--- config.mk ---
export PLATFORM = sky130hd
export DESIGN_NAME = three_level_feedback_scheduler
export DESIGN_NICKNAME = d
export VERILOG_FILES = /design/src/design/tlfs_pkg.sv /design/src/design/tlfs_qram.sv /design/src/design/three_level_feedback_scheduler.sv
export SDC_FILE = /design/constraint.sdc
export NUM_CORES = 1
export LEC_CHECK = 0
export BUFFER_PORTS_ARGS = -buffer_cell sky130_fd_sc_hd__buf_2
export CORE_UTILIZATION = 45
export CTS_BUF_LIST = sky130_fd_sc_hd__clkbuf_8 sky130_fd_sc_hd__clkbuf_16
export DETAILED_ROUTE_END_ITERATION = 10
export MAX_ROUTING_LAYER = met4
export PLACE_DENSITY = 0.65
export SETUP_SLACK_MARGIN = 0.3
export SLEW_MARGIN = 40
export SYNTH_ARGS = -nofsm -noshare
export SYNTH_HDL_FRONTEND = slang
export SYNTH_SLANG_ARGS = --single-unit
--- constraint.sdc ---
create_clock -name clock -period 11.8 [get_ports clock]
set_clock_uncertainty 0.1 [all_clocks]
set_input_delay 0 -clock clock [delete_from_list [all_inputs] [get_ports clock]]
set_output_delay 0 -clock clock [all_outputs]
set_load 0.1 [all_outputs]
--- src/design/tlfs_pkg.sv ---
// shared types and codes of the three-level feedback scheduler
`timescale 1ns / 1ps

package tlfs_pkg;

   localparam int LEVELS = 3;

   typedef logic [3:0] task_id_type;
   typedef logic [1:0] level_type;
   typedef logic [1:0] action_type;
   typedef logic [1:0] status_type;

   localparam level_type LVL_TOP = 2'd0;
   localparam level_type LVL_MID = 2'd1;
   localparam level_type LVL_BOT = 2'd2;

   localparam action_type ACT_ADMIT  = 2'd0;
   localparam action_type ACT_SWITCH = 2'd1;
   localparam action_type ACT_BLOCK  = 2'd2;

   localparam status_type ST_OK    = 2'd0;
   localparam status_type ST_EMPTY = 2'd1;
   localparam status_type ST_FULL  = 2'd2;

endpackage

--- src/design/tlfs_qram.sv ---
// ready queue storage: one write port, one read port with registered data
`timescale 1ns / 1ps

module tlfs_qram
   import tlfs_pkg::*;
#(
   parameter int DEPTH  = 48,
   parameter int ADDR_W = 6
) (
   input  logic              clock,
   input  logic              wr_en,
   input  logic [ADDR_W-1:0] wr_addr,
   input  task_id_type       wr_data,
   input  logic              rd_en,
   input  logic [ADDR_W-1:0] rd_addr,
   output task_id_type       rd_data
);

   task_id_type mem [DEPTH];
   task_id_type rd_data_ff;

   always_ff @(posedge clock) begin
      if (wr_en) begin
         mem[wr_addr] <= wr_data;
      end
   end

   always_ff @(posedge clock) begin
      if (rd_en) begin
         rd_data_ff <= mem[rd_addr];
      end
   end

   assign rd_data = rd_data_ff;

endmodule

--- src/design/three_level_feedback_scheduler.sv ---
// top level of the three-level feedback scheduler
`timescale 1ns / 1ps

// three-level feedback scheduler
// req channel: one item per scheduler event; req_tuser[1:0] is the action
//   (admit, preempt and switch, block and switch), req_tdata[3:0] the task id
//   used by admit (folded into 0..TASKS-1)
// rsp channel: one item per accepted req item with the running task, its
//   valid flag, its level and a status code (ok, no ready task, queue full)
// the three ready queues share one memory of 3*TASKS entries, at most one
//   write and one read per item; a task requeued into an empty queue and
//   picked right back is forwarded from the running task, not the read data
// each item passes accept and dispatch: the accept cycle does the queue write
//   and issues the head read, the dispatch state takes the read data and loads
//   the rsp register, so no new item is accepted until dispatch is left
// rsp_tvalid is registered: the accept moves the state to dispatch, and
//   rsp_tvalid is set when dispatch finds the rsp register free
// a stalled rsp side holds the pending item in the dispatch state and blocks
//   req until the waiting result is taken; one finished result may wait
//   while the next item is accepted
// reset empties all queues and leaves nothing running; no clearing pass is
//   needed, queue memory read data is used only where it was written
module three_level_feedback_scheduler
   import tlfs_pkg::*;
#(
   parameter int TASKS = 16
) (
   input  logic        clock,
   input  logic        reset,
   input  logic        req_tvalid,
   output logic        req_tready,
   input  logic [7:0]  req_tdata,   // [3:0] task_id, [7:4] zero
   input  logic [1:0]  req_tuser,   // [1:0] action
   output logic        rsp_tvalid,
   input  logic        rsp_tready,
   output logic [15:0] rsp_tdata    // [3:0] running_task, [4] running_valid,
                                    // [6:5] running_level, [8:7] status,
                                    // [15:9] zero
);

   localparam int PTR_W  = $clog2(TASKS);
   localparam int CNT_W  = $clog2(TASKS + 1);
   localparam int DEPTH  = LEVELS * TASKS;
   localparam int ADDR_W = $clog2(DEPTH);

   typedef enum logic [1:0] {
      S_IDLE     = 2'b01,
      S_DISPATCH = 2'b10
   } state_type;

   // fold a raw id into 0..TASKS-1 by repeated subtraction
   function automatic task_id_type id_fold(input task_id_type raw);
      logic [8:0] v;
      v = {5'b0, raw};
      for (int i = 0; i < 8; i++) begin
         if (v >= 9'(TASKS)) begin
            v = v - 9'(TASKS);
         end
      end
      return v[3:0];
   endfunction

   function automatic logic [PTR_W-1:0] bump(input logic [PTR_W-1:0] p);
      return (p == PTR_W'(TASKS - 1)) ? '0 : p + 1'b1;
   endfunction

   function automatic logic [ADDR_W-1:0] qaddr(input level_type lvl,
                                               input logic [PTR_W-1:0] p);
      return ADDR_W'(lvl) * ADDR_W'(TASKS) + ADDR_W'(p);
   endfunction

   // control and queue bookkeeping
   state_type        state_ff, state_in;
   logic [PTR_W-1:0] heads_ff [LEVELS];
   logic [PTR_W-1:0] heads_in [LEVELS];
   logic [PTR_W-1:0] tails_ff [LEVELS];
   logic [PTR_W-1:0] tails_in [LEVELS];
   logic [CNT_W-1:0] cnt_ff   [LEVELS];
   logic [CNT_W-1:0] cnt_mid  [LEVELS];
   logic [CNT_W-1:0] cnt_in   [LEVELS];

   // running task
   task_id_type cur_task_ff;
   logic        cur_valid_ff;
   level_type   cur_level_ff;

   // item in flight between accept and result
   logic        pend_disp_ff;
   logic        pend_found_ff;
   logic        pend_fwd_ff;
   level_type   pend_lvl_ff;
   status_type  pend_status_ff;

   // result register
   logic        rsp_valid_ff;
   logic [15:0] rsp_data_ff;

   // accept path
   logic        req_fire;
   action_type  req_action;
   task_id_type req_id;
   logic        wr_en;
   level_type   wr_lvl;
   task_id_type wr_data;
   logic        disp_req;
   logic        disp_found;
   level_type   disp_lvl;
   logic        disp_fwd;
   logic        admit_hit;
   status_type  acc_status;
   level_type   demote_lvl;
   task_id_type rd_data;

   // result path
   logic        rsp_free;
   logic        done;
   task_id_type new_task;
   logic        new_valid;
   level_type   new_level;

   assign req_action = req_tuser;
   assign req_id     = id_fold(req_tdata[3:0]);
   assign req_tready = (state_ff == S_IDLE);
   assign req_fire   = req_tvalid && req_tready;

   assign demote_lvl = (cur_level_ff == LVL_BOT) ? LVL_BOT : cur_level_ff + 1'b1;

   always_comb begin
      heads_in   = heads_ff;
      tails_in   = tails_ff;
      cnt_mid    = cnt_ff;
      wr_en      = 1'b0;
      wr_lvl     = LVL_TOP;
      wr_data    = req_id;
      disp_req   = 1'b0;
      admit_hit  = 1'b0;
      acc_status = ST_OK;
      unique case (req_action)
         ACT_ADMIT: begin
            if (cnt_ff[LVL_TOP] == CNT_W'(TASKS)) begin
               acc_status = ST_FULL;
            end else begin
               wr_en     = 1'b1;
               admit_hit = cur_valid_ff && (cur_task_ff == req_id);
            end
         end
         ACT_SWITCH: begin
            if (!cur_valid_ff) begin
               disp_req = 1'b1;
            end else if (cnt_ff[demote_lvl] == CNT_W'(TASKS)) begin
               acc_status = ST_FULL;
            end else begin
               wr_en    = 1'b1;
               wr_lvl   = demote_lvl;
               wr_data  = cur_task_ff;
               disp_req = 1'b1;
            end
         end
         ACT_BLOCK: begin
            disp_req = 1'b1;
         end
         default: begin
         end
      endcase

      if (wr_en) begin
         tails_in[wr_lvl] = bump(tails_ff[wr_lvl]);
         cnt_mid[wr_lvl]  = cnt_ff[wr_lvl] + 1'b1;
      end
      cnt_in = cnt_mid;

      // highest non-empty queue after the requeue
      disp_found = 1'b0;
      disp_lvl   = LVL_TOP;
      if (disp_req) begin
         if (cnt_mid[LVL_TOP] != '0) begin
            disp_found = 1'b1;
            disp_lvl   = LVL_TOP;
         end else if (cnt_mid[LVL_MID] != '0) begin
            disp_found = 1'b1;
            disp_lvl   = LVL_MID;
         end else if (cnt_mid[LVL_BOT] != '0) begin
            disp_found = 1'b1;
            disp_lvl   = LVL_BOT;
         end
         if (acc_status == ST_OK && !disp_found) begin
            acc_status = ST_EMPTY;
         end
      end
      if (disp_found) begin
         heads_in[disp_lvl] = bump(heads_ff[disp_lvl]);
         cnt_in[disp_lvl]   = cnt_mid[disp_lvl] - 1'b1;
      end

      // head read hits the entry written this cycle
      disp_fwd = disp_found && wr_en && (wr_lvl == disp_lvl) &&
                 (cnt_ff[disp_lvl] == '0);
   end

   tlfs_qram #(
      .DEPTH  (DEPTH),
      .ADDR_W (ADDR_W)
   ) u_qram (
      .clock   (clock),
      .wr_en   (req_fire && wr_en),
      .wr_addr (qaddr(wr_lvl, tails_ff[wr_lvl])),
      .wr_data (wr_data),
      .rd_en   (req_fire && disp_found),
      .rd_addr (qaddr(disp_lvl, heads_ff[disp_lvl])),
      .rd_data (rd_data)
   );

   // dispatch state: resolve the dispatch and load the result
   assign rsp_free = !rsp_valid_ff || rsp_tready;
   assign done     = (state_ff == S_DISPATCH) && rsp_free;

   always_comb begin
      new_task  = cur_task_ff;
      new_valid = cur_valid_ff;
      new_level = cur_level_ff;
      if (pend_disp_ff) begin
         if (pend_found_ff) begin
            new_task  = pend_fwd_ff ? cur_task_ff : rd_data;
            new_valid = 1'b1;
            new_level = pend_lvl_ff;
         end else begin
            new_task  = '0;
            new_valid = 1'b0;
            new_level = LVL_TOP;
         end
      end
   end

   always_comb begin
      state_in = state_ff;
      unique case (state_ff)
         S_IDLE: begin
            if (req_fire) begin
               state_in = S_DISPATCH;
            end
         end
         S_DISPATCH: begin
            if (rsp_free) begin
               state_in = S_IDLE;
            end
         end
         default: begin
            state_in = S_IDLE;
         end
      endcase
   end

   always_ff @(posedge clock) begin
      if (reset) begin
         state_ff     <= S_IDLE;
         cur_task_ff  <= '0;
         cur_valid_ff <= 1'b0;
         cur_level_ff <= LVL_TOP;
         rsp_valid_ff <= 1'b0;
         pend_disp_ff <= 1'b0;
         for (int i = 0; i < LEVELS; i++) begin
            heads_ff[i] <= '0;
            tails_ff[i] <= '0;
            cnt_ff[i]   <= '0;
         end
      end else begin
         state_ff <= state_in;
         if (req_fire) begin
            heads_ff     <= heads_in;
            tails_ff     <= tails_in;
            cnt_ff       <= cnt_in;
            pend_disp_ff <= disp_req;
            if (admit_hit) begin
               cur_level_ff <= LVL_TOP;
            end
         end
         if (done) begin
            cur_task_ff  <= new_task;
            cur_valid_ff <= new_valid;
            cur_level_ff <= new_level;
         end
         if (done) begin
            rsp_valid_ff <= 1'b1;
         end else if (rsp_tready) begin
            rsp_valid_ff <= 1'b0;
         end
      end
   end

   // payload of the item in flight and of the result
   always_ff @(posedge clock) begin
      if (req_fire) begin
         pend_found_ff  <= disp_found;
         pend_fwd_ff    <= disp_fwd;
         pend_lvl_ff    <= disp_lvl;
         pend_status_ff <= acc_status;
      end
      if (done) begin
         rsp_data_ff <= {7'b0, pend_status_ff, new_level, new_valid, new_task};
      end
   end

   assign rsp_tvalid = rsp_valid_ff;
   assign rsp_tdata  = rsp_data_ff;

`ifndef ASSERT_OFF
   // no queue ever holds more than its depth
   assert property (@(posedge clock) disable iff (reset)
      cnt_ff[LVL_TOP] <= CNT_W'(TASKS) && cnt_ff[LVL_MID] <= CNT_W'(TASKS) &&
      cnt_ff[LVL_BOT] <= CNT_W'(TASKS))
      else $error("queue count beyond depth");

   // top queue pointers agree with its count
   assert property (@(posedge clock) disable iff (reset)
      ((cnt_ff[LVL_TOP] == '0) || (cnt_ff[LVL_TOP] == CNT_W'(TASKS))) ==
      (heads_ff[LVL_TOP] == tails_ff[LVL_TOP]))
      else $error("top queue pointers disagree with count");

   // nothing running reports task and level zero
   assert property (@(posedge clock) disable iff (reset)
      rsp_tvalid && !rsp_tdata[4] |-> rsp_tdata[3:0] == '0 && rsp_tdata[6:5] == '0)
      else $error("idle result carries a task");

   // an accepted item blocks req while it is in flight
   assert property (@(posedge clock) disable iff (reset)
      req_tvalid && req_tready |=> !req_tready)
      else $error("item accepted while one is in flight");

   // a forwarded dispatch always comes with a found task
   assert property (@(posedge clock) disable iff (reset)
      state_ff == S_DISPATCH && pend_fwd_ff |-> pend_found_ff && pend_disp_ff)
      else $error("forward without dispatch");
`endif

endmodule
## After elaboration in Yosys (flattened, before gate mapping)

Memory sizes are Yosys's and may differ from the RTL's. A register that Yosys moved wholly into a read port is not among the register bits.
Index checks and enable logic that the tools add are counted.

| storage, ports and cells | value |
|---|---|
| input bits | 14 |
| memories | 1 |
| logic and storage cells | 157 |
| RAM bits | 192 |
| register bits | 65 |
| output and inout port bits | 18 |

| cells by class | value |
|---|---|
| $lt $le $gt $ge | 5 |
| bitwise operators | 3 |
| reductions and logical operators | 27 |
| multiplexer cells | 81 |
| equality and inequality tests | 13 |
| $add $sub $neg | 7 |

Memories:

| memory | depth | width | rd ports | clocked after memory_dff | write ports | line | source |
|---|---|---|---|---|---|---|---|
| u_qram.mem | 48 | 4 | 1 | 1 | 1 | tlfs_qram.sv:19 | `task_id_type mem [DEPTH];` |

Operators by type and width:

| cell | number |
|---|---|
| two-way mux 4 bit | 14 |
| two-way mux 5 bit | 10 |
| binary-select mux 5 bit (select 2 bit) | 4 |
| two-way mux 2 bit | 20 |
| bitwise mux 15 bit | 2 |
| two-way mux 15 bit | 2 |
| bitwise mux 12 bit | 2 |
| demux 5 bit (select 2 bit) | 2 |
| two-way mux 1 bit | 17 |
| binary-select mux 4 bit (select 2 bit) | 2 |
| demux 4 bit (select 2 bit) | 2 |
| nonzero test 5 bit | 3 |
| adder 6 x 4 -> 6 bit | 2 |
| logical AND 1 bit | 11 |
| == test 5 bit, second input constant | 2 |
| greater-or-equal comparator 3 bit, second input constant | 3 |
| NOT 2 -> 3 bit | 3 |
| adder 4 x 1 -> 4 bit, second input constant | 2 |
| == test 4 bit, second input constant | 2 |
| one-hot mux 2 bit (2 select lines) | 2 |
| AND reduction 2 bit | 4 |
| == test 2 bit, second input constant | 3 |
| < comparator 3 x 1 -> 1 bit, second input constant | 2 |
| nonzero test 2 bit | 3 |
| 13 further kinds | 17 |

## Logic depth before layout (Yosys ltp)

| logic depth | value |
|---|---|
| word-level depth | 29 |
| gate-level depth with buffers | 27 |
| depth with buffers taken out | 23 |

## By module

Synthesis repeated with hierarchy kept, for this count alone.

| second synthesis, totals | value |
|---|---|
| cells, all modules | 945 |
| area, all modules | 12156.7 µm² |

By module, submodules not included:

| module | area each (µm²) | instances | cells an instance | sequential area each (µm²) |
|---|---|---|---|---|
| tlfs_qram | 7952.6 | 1 | 440 | 5885.6 |
| three_level_feedback_scheduler | 4204.0 | 1 | 505 | 1451.4 |

## Worst setup path after synthesis

Ideal clock, no wire load.

| timing path | value |
|---|---|
| kind | reg-to-reg |
| from | register cur_level_ff[0] |
| to | register u_qram.rd_data_ff[0], in the netlist u_qram.rd_data[0], read port of u_qram.mem, data pin |
| buffers on the path | 3 |
| cell stages (with the launch flop) | 24 |
| setup slack | 6.636 ns |
| data arrival time | 4.797 ns |
| setup time | 0.267 ns |
| path through | dfxtp_1 inv_1 ha_1 buf_2 and3b_1 a21oi_1 a21boi_0 or2_2 ha_1 inv_1 a21oi_1 mux2_2 or4b_1 a211oi_2 nand2_2 a21oi_2 o32a_1 buf_6 buf_6 mux2i_1 mux2i_1 mux2_2 a22oi_1 nand4_1 |

| between the ends | value |
|---|---|
| word-level cells in the longest chain between the ends | 27 |

RTL lines:

| item | line | source |
|---|---|---|
| from (decl) | three_level_feedback_scheduler.sv:85 | `level_type cur_level_ff;` |
| from (signal assigned) | three_level_feedback_scheduler.sv:280 | `cur_level_ff <= new_level;` |
| adder 2 x 1 -> 2 bit or == test 2 bit (tied branches) | three_level_feedback_scheduler.sv:126 | `assign demote_lvl = (cur_level_ff == LVL_BOT) ? LVL_BOT : cur_level_ff + 1'b1;` |
| two-way mux 2 bit (*) | three_level_feedback_scheduler.sv:126 |  |
| NOT 2 -> 3 bit (not written as such) | three_level_feedback_scheduler.sv:150 | `end else if (cnt_ff[demote_lvl] == CNT_W'(TASKS)) begin` |
| binary-select mux 5 bit (select 2 bit) | three_level_feedback_scheduler.sv:150 |  |
| two-way mux 5 bit (not written as such) (2 in series) | three_level_feedback_scheduler.sv:150 |  |
| == test 5 bit | three_level_feedback_scheduler.sv:150 |  |
| two-way mux 2 bit | three_level_feedback_scheduler.sv:150 |  |
| two-way mux 2 bit | three_level_feedback_scheduler.sv:148 | `if (!cur_valid_ff) begin` |
| [... 9 more ...] | -- |  |
| two-way mux 2 bit | three_level_feedback_scheduler.sv:182 | `end else if (cnt_mid[LVL_BOT] != '0) begin` |
| two-way mux 2 bit | three_level_feedback_scheduler.sv:179 | `end else if (cnt_mid[LVL_MID] != '0) begin` |
| two-way mux 2 bit | three_level_feedback_scheduler.sv:176 | `if (cnt_mid[LVL_TOP] != '0) begin` |
| two-way mux 2 bit | three_level_feedback_scheduler.sv:175 | `if (disp_req) begin` |
| NOT 2 -> 3 bit (not written as such) | three_level_feedback_scheduler.sv:209 | `.rd_addr (qaddr(disp_lvl, heads_ff[disp_lvl])),` |
| binary-select mux 4 bit (select 2 bit) | three_level_feedback_scheduler.sv:209 |  |
| two-way mux 4 bit (not written as such) (2 in series) | three_level_feedback_scheduler.sv:209 |  |
| adder 6 x 4 -> 6 bit | three_level_feedback_scheduler.sv:69 | `return ADDR_W'(lvl) * ADDR_W'(TASKS) + ADDR_W'(p);` |
| to (decl) | tlfs_qram.sv:20 | `task_id_type rd_data_ff;` |

Every way passes the cells marked *; elsewhere a longest branch is shown, timed or not. The select of a mux whose other input is x is not followed.
A chain may end at the register's enable or synchronous reset.

## Worst setup path after layout

| timing path | value |
|---|---|
| from | register cur_level_ff[1] |
| to | register u_qram.rd_data_ff[0], in the netlist u_qram.rd_data[0], read port of u_qram.mem, data pin |

The elaborated chain is that of the path after synthesis.

==> impl_metrics.xml <==
<?xml version="1.0" encoding="UTF-8"?>
<metrics>
  <group name="layout">
    <metric name="final_net_count" unit="">1082</metric>
    <metric name="final_cell_area" unit="um2">13300</metric>
    <metric name="final.fill_count" unit="">2292</metric>
    <metric name="stdcell_count" unit="">1416</metric>
    <metric name="final_layout_size_suffix_gt1_share" unit="%">10.6</metric>
    <metric name="layout_overhead_on_the_synthesized_area" unit="%">10.4</metric>
    <metric name="area_taken_by_multi_input_logic_gates" unit="um2">4400</metric>
    <metric name="insertedDiodeCount" unit="">0</metric>
    <metric name="final-seq-area" unit="um2">7340</metric>
  </group>
  <group name="floorplan">
    <metric name="rows" unit="">59</metric>
    <metric name="die_h" unit="um">166</metric>
    <metric name="core_area" unit="um2">26200</metric>
    <metric name="floorplan.io_pins" unit="">32</metric>
    <metric name="die_area" unit="um2">27500</metric>
    <metric name="initial_core_util" unit="%">46.1</metric>
    <metric name="dieWidth" unit="um">166</metric>
  </group>
  <group name="setup_path">
    <metric name="reg2reg_depth" unit="">22</metric>
    <metric name="crit_arrival" unit="ns">7.09</metric>
    <metric name="cp_slowest_stage_delay" unit="ns">0.51</metric>
    <metric name="path_cells" unit="">inv_1 -&gt; ha_1 -&gt; and3b_1 -&gt; a21oi_1 -&gt; a21boi_0 -&gt; or2_2 -&gt; ha_1 -&gt; inv_1 -&gt; a21oi_1 -&gt; mux2_2 -&gt; or4b_1 -&gt; a211oi_2 -&gt; nand2_2 -&gt; o21ai_4 -&gt; buf_4 -&gt; buf_4 -&gt; inv_2 -&gt; nand2_1 -&gt; a32oi_1 -&gt; a32oi_1 -&gt; a22o_1 -&gt; nand4_1</metric>
    <metric name="worst-r2r-setup-slack" unit="ns">4.85</metric>
    <metric name="critical_path_class" unit="">register to register</metric>
    <metric name="critPathLaunchType" unit="">register</metric>
    <metric name="critical_path.n_buffers_inverters" unit="">5</metric>
    <metric name="worstSetupEndpointType" unit="">register</metric>
    <metric name="timing.critical_path.required" unit="ns">11.94</metric>
    <metric name="critical_path.top_delay_family" unit="">simple AND/OR/NAND/NOR gates</metric>
    <metric name="critical_path.slowest_cell" unit="">sky130_fd_sc_hd__or4b_1</metric>
    <metric name="crit_cells" unit="">22</metric>
    <metric name="worstPathMaxFanout" unit="">44</metric>
  </group>
  <group name="route">
    <metric name="drt_drc_violations_left" unit="">10</metric>
    <metric name="antenna_left" unit="">0</metric>
    <metric name="drt-wirelength-per-cell" unit="um">20.5</metric>
    <metric name="sum_of_routed_wire_length_over_all_layers" unit="um">29000</metric>
    <metric name="firstDrtPassIters" unit="">10</metric>
    <metric name="avgViaCountPerCell" unit="">5.90</metric>
    <metric name="drt_iter0_drcs" unit="">791</metric>
    <metric name="num_vias" unit="">8361</metric>
  </group>
  <group name="pwr">
    <metric name="power.static_leakage" unit="nW">4.56</metric>
    <metric name="sequentialPowerShare" unit="%">52.5</metric>
    <metric name="switching_share" unit="%">22.5</metric>
    <metric name="cell_internal_pwr" unit="mW">1.48</metric>
    <metric name="finalPower" unit="mW">1.91</metric>
    <metric name="combinationalPowerShare" unit="%">5.1</metric>
    <metric name="worst_ir_drop_vdd" unit="mV">0.0965</metric>
    <metric name="total_switching_power" unit="uW">430</metric>
    <metric name="cellPowerDensity" unit="nW/um2">144</metric>
    <metric name="power.clock.fraction" unit="%">42.4</metric>
  </group>
  <group name="clock_tree">
    <metric name="clock_buffers_created_by_tritoncts" unit="">28</metric>
    <metric name="clockBufferDepth" unit="">3</metric>
    <metric name="cts_tree" unit="">done</metric>
    <metric name="cts.clk_slew.worst_paths" unit="ns">0.06</metric>
    <metric name="clkSinkCount" unit="">261</metric>
    <metric name="cts-htree-levels" unit="">1</metric>
    <metric name="worstSkewPairLatency" unit="ns">0.56</metric>
    <metric name="clock-root-buffer" unit="">sky130_fd_sc_hd__clkbuf_16</metric>
    <metric name="cts_setup_buffers" unit="">0</metric>
  </group>
  <group name="sta">
    <metric name="setup-violations-final" unit="">0</metric>
    <metric name="summed_negative_setup_slack_over_all_endpoints" unit="ns">0</metric>
    <metric name="timing.final.max_slew_violations" unit="">0</metric>
    <metric name="timing_hold_violations_final" unit="">0</metric>
    <metric name="achievable-frequency" unit="MHz">144</metric>
    <metric name="rsz0062_at_grt" unit="">no</metric>
    <metric name="final.hold.worst_slack" unit="ns">0.0924</metric>
    <metric name="maxSlewHeadroom" unit="%">47.2</metric>
    <metric name="slew_at_the_pin_with_the_worst_max_slew_slack" unit="ns">0.790</metric>
    <metric name="period_needed" unit="ns">6.95</metric>
    <metric name="period_share" unit="%">58.9</metric>
  </group>
  <group name="synth">
    <metric name="synth.yosys.seq_area_share" unit="%">60.7</metric>
    <metric name="postSynthCellCount" unit="">1047</metric>
    <metric name="ys_types" unit="">82</metric>
    <metric name="synth_enable_flop_cells" unit="">211</metric>
    <metric name="synth_ff_type" unit="">sky130_fd_sc_hd__edfxtp_1</metric>
    <metric name="yosys_register_bits" unit="">261</metric>
    <metric name="syn_area" unit="um2">12100</metric>
    <metric name="fraction_of_synthesis_flops_using_an_asynchronous_set_or_reset_pin" unit="%">0</metric>
    <metric name="ys_warn_count" unit="">0</metric>
    <metric name="postSynthAreaPerCell" unit="um2">11.5</metric>
  </group>
  <group name="global_routing">
    <metric name="grt_pass1_vias" unit="">7926</metric>
    <metric name="grt_remaining_overflow" unit="">0</metric>
    <metric name="grt_pass1_wl" unit="um">45500</metric>
    <metric name="globalRouteTotalUtil" unit="%">21.9</metric>
    <metric name="grt_max_degree" unit="">50</metric>
    <metric name="antenna_found_initial" unit="">0</metric>
  </group>
  <group name="placed_design">
    <metric name="placement.io_buffers" unit="">20</metric>
    <metric name="gp_congestion" unit="">0.979</metric>
    <metric name="post-place-cells" unit="">1358</metric>
    <metric name="post_dp_hpwl" unit="um">18700</metric>
    <metric name="placed_cell_area" unit="um2">12400</metric>
  </group>
  <group name="run">
    <metric name="maxCapViolCount" unit="">0</metric>
  </group>
  <group name="worst_hold_path">
    <metric name="worst_hold_path_type" unit="">primary input to register</metric>
    <metric name="depth_of_the_worst_hold_timing_path" unit="">6</metric>
  </group>
  <group name="status">
    <metric name="violations" unit="">design-rule violations</metric>
    <metric name="status" unit="">complete, but fails checks</metric>
  </group>
</metrics>
[per-stage QoR]
stage               utilization, %  setup WS, ns
CTS                           50.8          4.94
finish                        50.9          4.85
detailed placement            47.3          4.95
global placement              47.2          4.80
floorplan                        -          6.64
global route                  50.9          4.44
[flip-flops by register name, summed over array words and instances, names as in the netlist]
register and cells:
u_qram.mem 192, cnt_ff 15, heads_ff 12, tails_ff 12
rsp_tdata 9, cur_task_ff 4, u_qram.rd_data 4, cur_level_ff 2
pend_lvl_ff 2, pend_status_ff 2, state_ff 2, cur_valid_ff 1
pend_disp_ff 1, pend_found_ff 1, pend_fwd_ff 1, rsp_tvalid 1
[worst paths after layout]
| kind | startpoint | to |
|---|---|---|
| worst min register to register | pend_status_ff[0] | rsp_tdata[7] |
| worst max register to register | cur_level_ff[1] | u_qram.rd_data[0] |
| worst min-delay path | req_tdata[1] | cur_level_ff[1] |
| worst max-delay path | cur_level_ff[1] | u_qram.rd_data[0] |
[routing by layer]
layer	GRT usage [%]	routed length, um
met5	-	0
met4	7.07	851
met3	3.05	2220
met2	33.0	13000
met1	30.8	12900
[power groups by stage]
stage | sequential (mW) | combinational (mW) | clock, mW
2_1_floorplan | 1.03 | 0.0693 | 0
3_3_place_gp | 1.02 | 0.0944 | 0
3_5_place_dp | 1.02 | 0.0958 | 0
4_1_cts | 1.00 | 0.0974 | 0.824
5_1_grt | 1.00 | 0.106 | 0.859
6_report | 1.00 | 0.0978 | 0.812
[worst reg2reg max path, stage by stage (launching register included)]
cell and delay [ns]:
sky130_fd_sc_hd__dfxtp_1 0.34, sky130_fd_sc_hd__inv_1 0.07, sky130_fd_sc_hd__ha_1 0.43, sky130_fd_sc_hd__and3b_1 0.26, sky130_fd_sc_hd__a21oi_1 0.34, sky130_fd_sc_hd__a21boi_0 0.19, sky130_fd_sc_hd__or2_2 0.30, sky130_fd_sc_hd__ha_1 0.31
sky130_fd_sc_hd__inv_1 0.18, sky130_fd_sc_hd__a21oi_1 0.06, sky130_fd_sc_hd__mux2_2 0.32, sky130_fd_sc_hd__or4b_1 0.51, sky130_fd_sc_hd__a211oi_2 0.34, sky130_fd_sc_hd__nand2_2 0.30, sky130_fd_sc_hd__o21ai_4 0.21, sky130_fd_sc_hd__buf_4 0.45
sky130_fd_sc_hd__buf_4 0.54, sky130_fd_sc_hd__inv_2 0.44, sky130_fd_sc_hd__nand2_1 0.22, sky130_fd_sc_hd__a32oi_1 0.17, sky130_fd_sc_hd__a32oi_1 0.25, sky130_fd_sc_hd__a22o_1 0.14, sky130_fd_sc_hd__nand4_1 0.17
[logic make-up (layout without fill, tap and decap cells)]
kind of cell | after synthesis | after routing | share of synthesized area, %
and+or+nand+nor | 395 | 395 | 14.7
other | 1 | 7 | 0.0310
adders and majority gates | 9 | 9 | 0.932
DFF | 261 | 261 | 60.7
muxes | 77 | 77 | 7.05
AOI/OAI and AO/OA | 209 | 209 | 12.0
xor gates and xnor gates | 17 | 17 | 1.23
buffers and inverters | 78 | 106 | 3.26
[Yosys cell counts (13+ instances only)]
library cell | count | share of area [%]
sky130_fd_sc_hd__edfxtp_1 | 211 | 52
sky130_fd_sc_hd__nor2_1 | 140 | 4.4
sky130_fd_sc_hd__nand2_1 | 138 | 4.3
sky130_fd_sc_hd__mux2i_1 | 51 | 4.2
sky130_fd_sc_hd__dfxtp_1 | 50 | 8.3
sky130_fd_sc_hd__a21oi_1 | 47 | 1.9
sky130_fd_sc_hd__o21ai_0 | 40 | 1.7
sky130_fd_sc_hd__nand3_1 | 38 | 1.6
sky130_fd_sc_hd__clkbuf_1 | 23 | 0.71
sky130_fd_sc_hd__mux2_2 | 22 | 2.1
sky130_fd_sc_hd__buf_2 | 18 | 0.75
sky130_fd_sc_hd__inv_1 | 14 | 0.44
sky130_fd_sc_hd__nor3_1 | 13 | 0.54
[layout make-up]
| type | instances | share of cell area, % |
|---|---|---|
| Inverter | 18 | 0.507 |
| Multi-Input combinational cell | 714 | 33.0 |
| Clock buffer | 29 | 5.36 |
| Sequential cell | 261 | 55.0 |
| Timing Repair Buffer | 36 | 1.78 |
| Tap cell | 335 | 3.14 |
| Clock inverter | 23 | 1.15 |
[cells in the final DEF, fill, tap and decap left out, types with 12 or more instances in the layout]
cell,instances
sky130_fd_sc_hd__mux2i_1,51
sky130_fd_sc_hd__dfxtp_1,50
sky130_fd_sc_hd__a31oi_1,12
sky130_fd_sc_hd__a21oi_1,47
sky130_fd_sc_hd__nand3_1,38
sky130_fd_sc_hd__nor3_1,12
sky130_fd_sc_hd__mux2_2,18
sky130_fd_sc_hd__a22o_1,12
sky130_fd_sc_hd__nand2_1,138
sky130_fd_sc_hd__inv_1,30
sky130_fd_sc_hd__edfxtp_1,211
sky130_fd_sc_hd__a22oi_1,12
sky130_fd_sc_hd__nor2_1,139
sky130_fd_sc_hd__o21ai_0,40
sky130_fd_sc_hd__buf_2,19
sky130_fd_sc_hd__clkbuf_16,28
[timing repair]
action,in CTS,in global routing
hold endpoints to repair,51,0
hold buffers,6,0
resized for setup,0,0
Power figures use the tool's default switching activity.
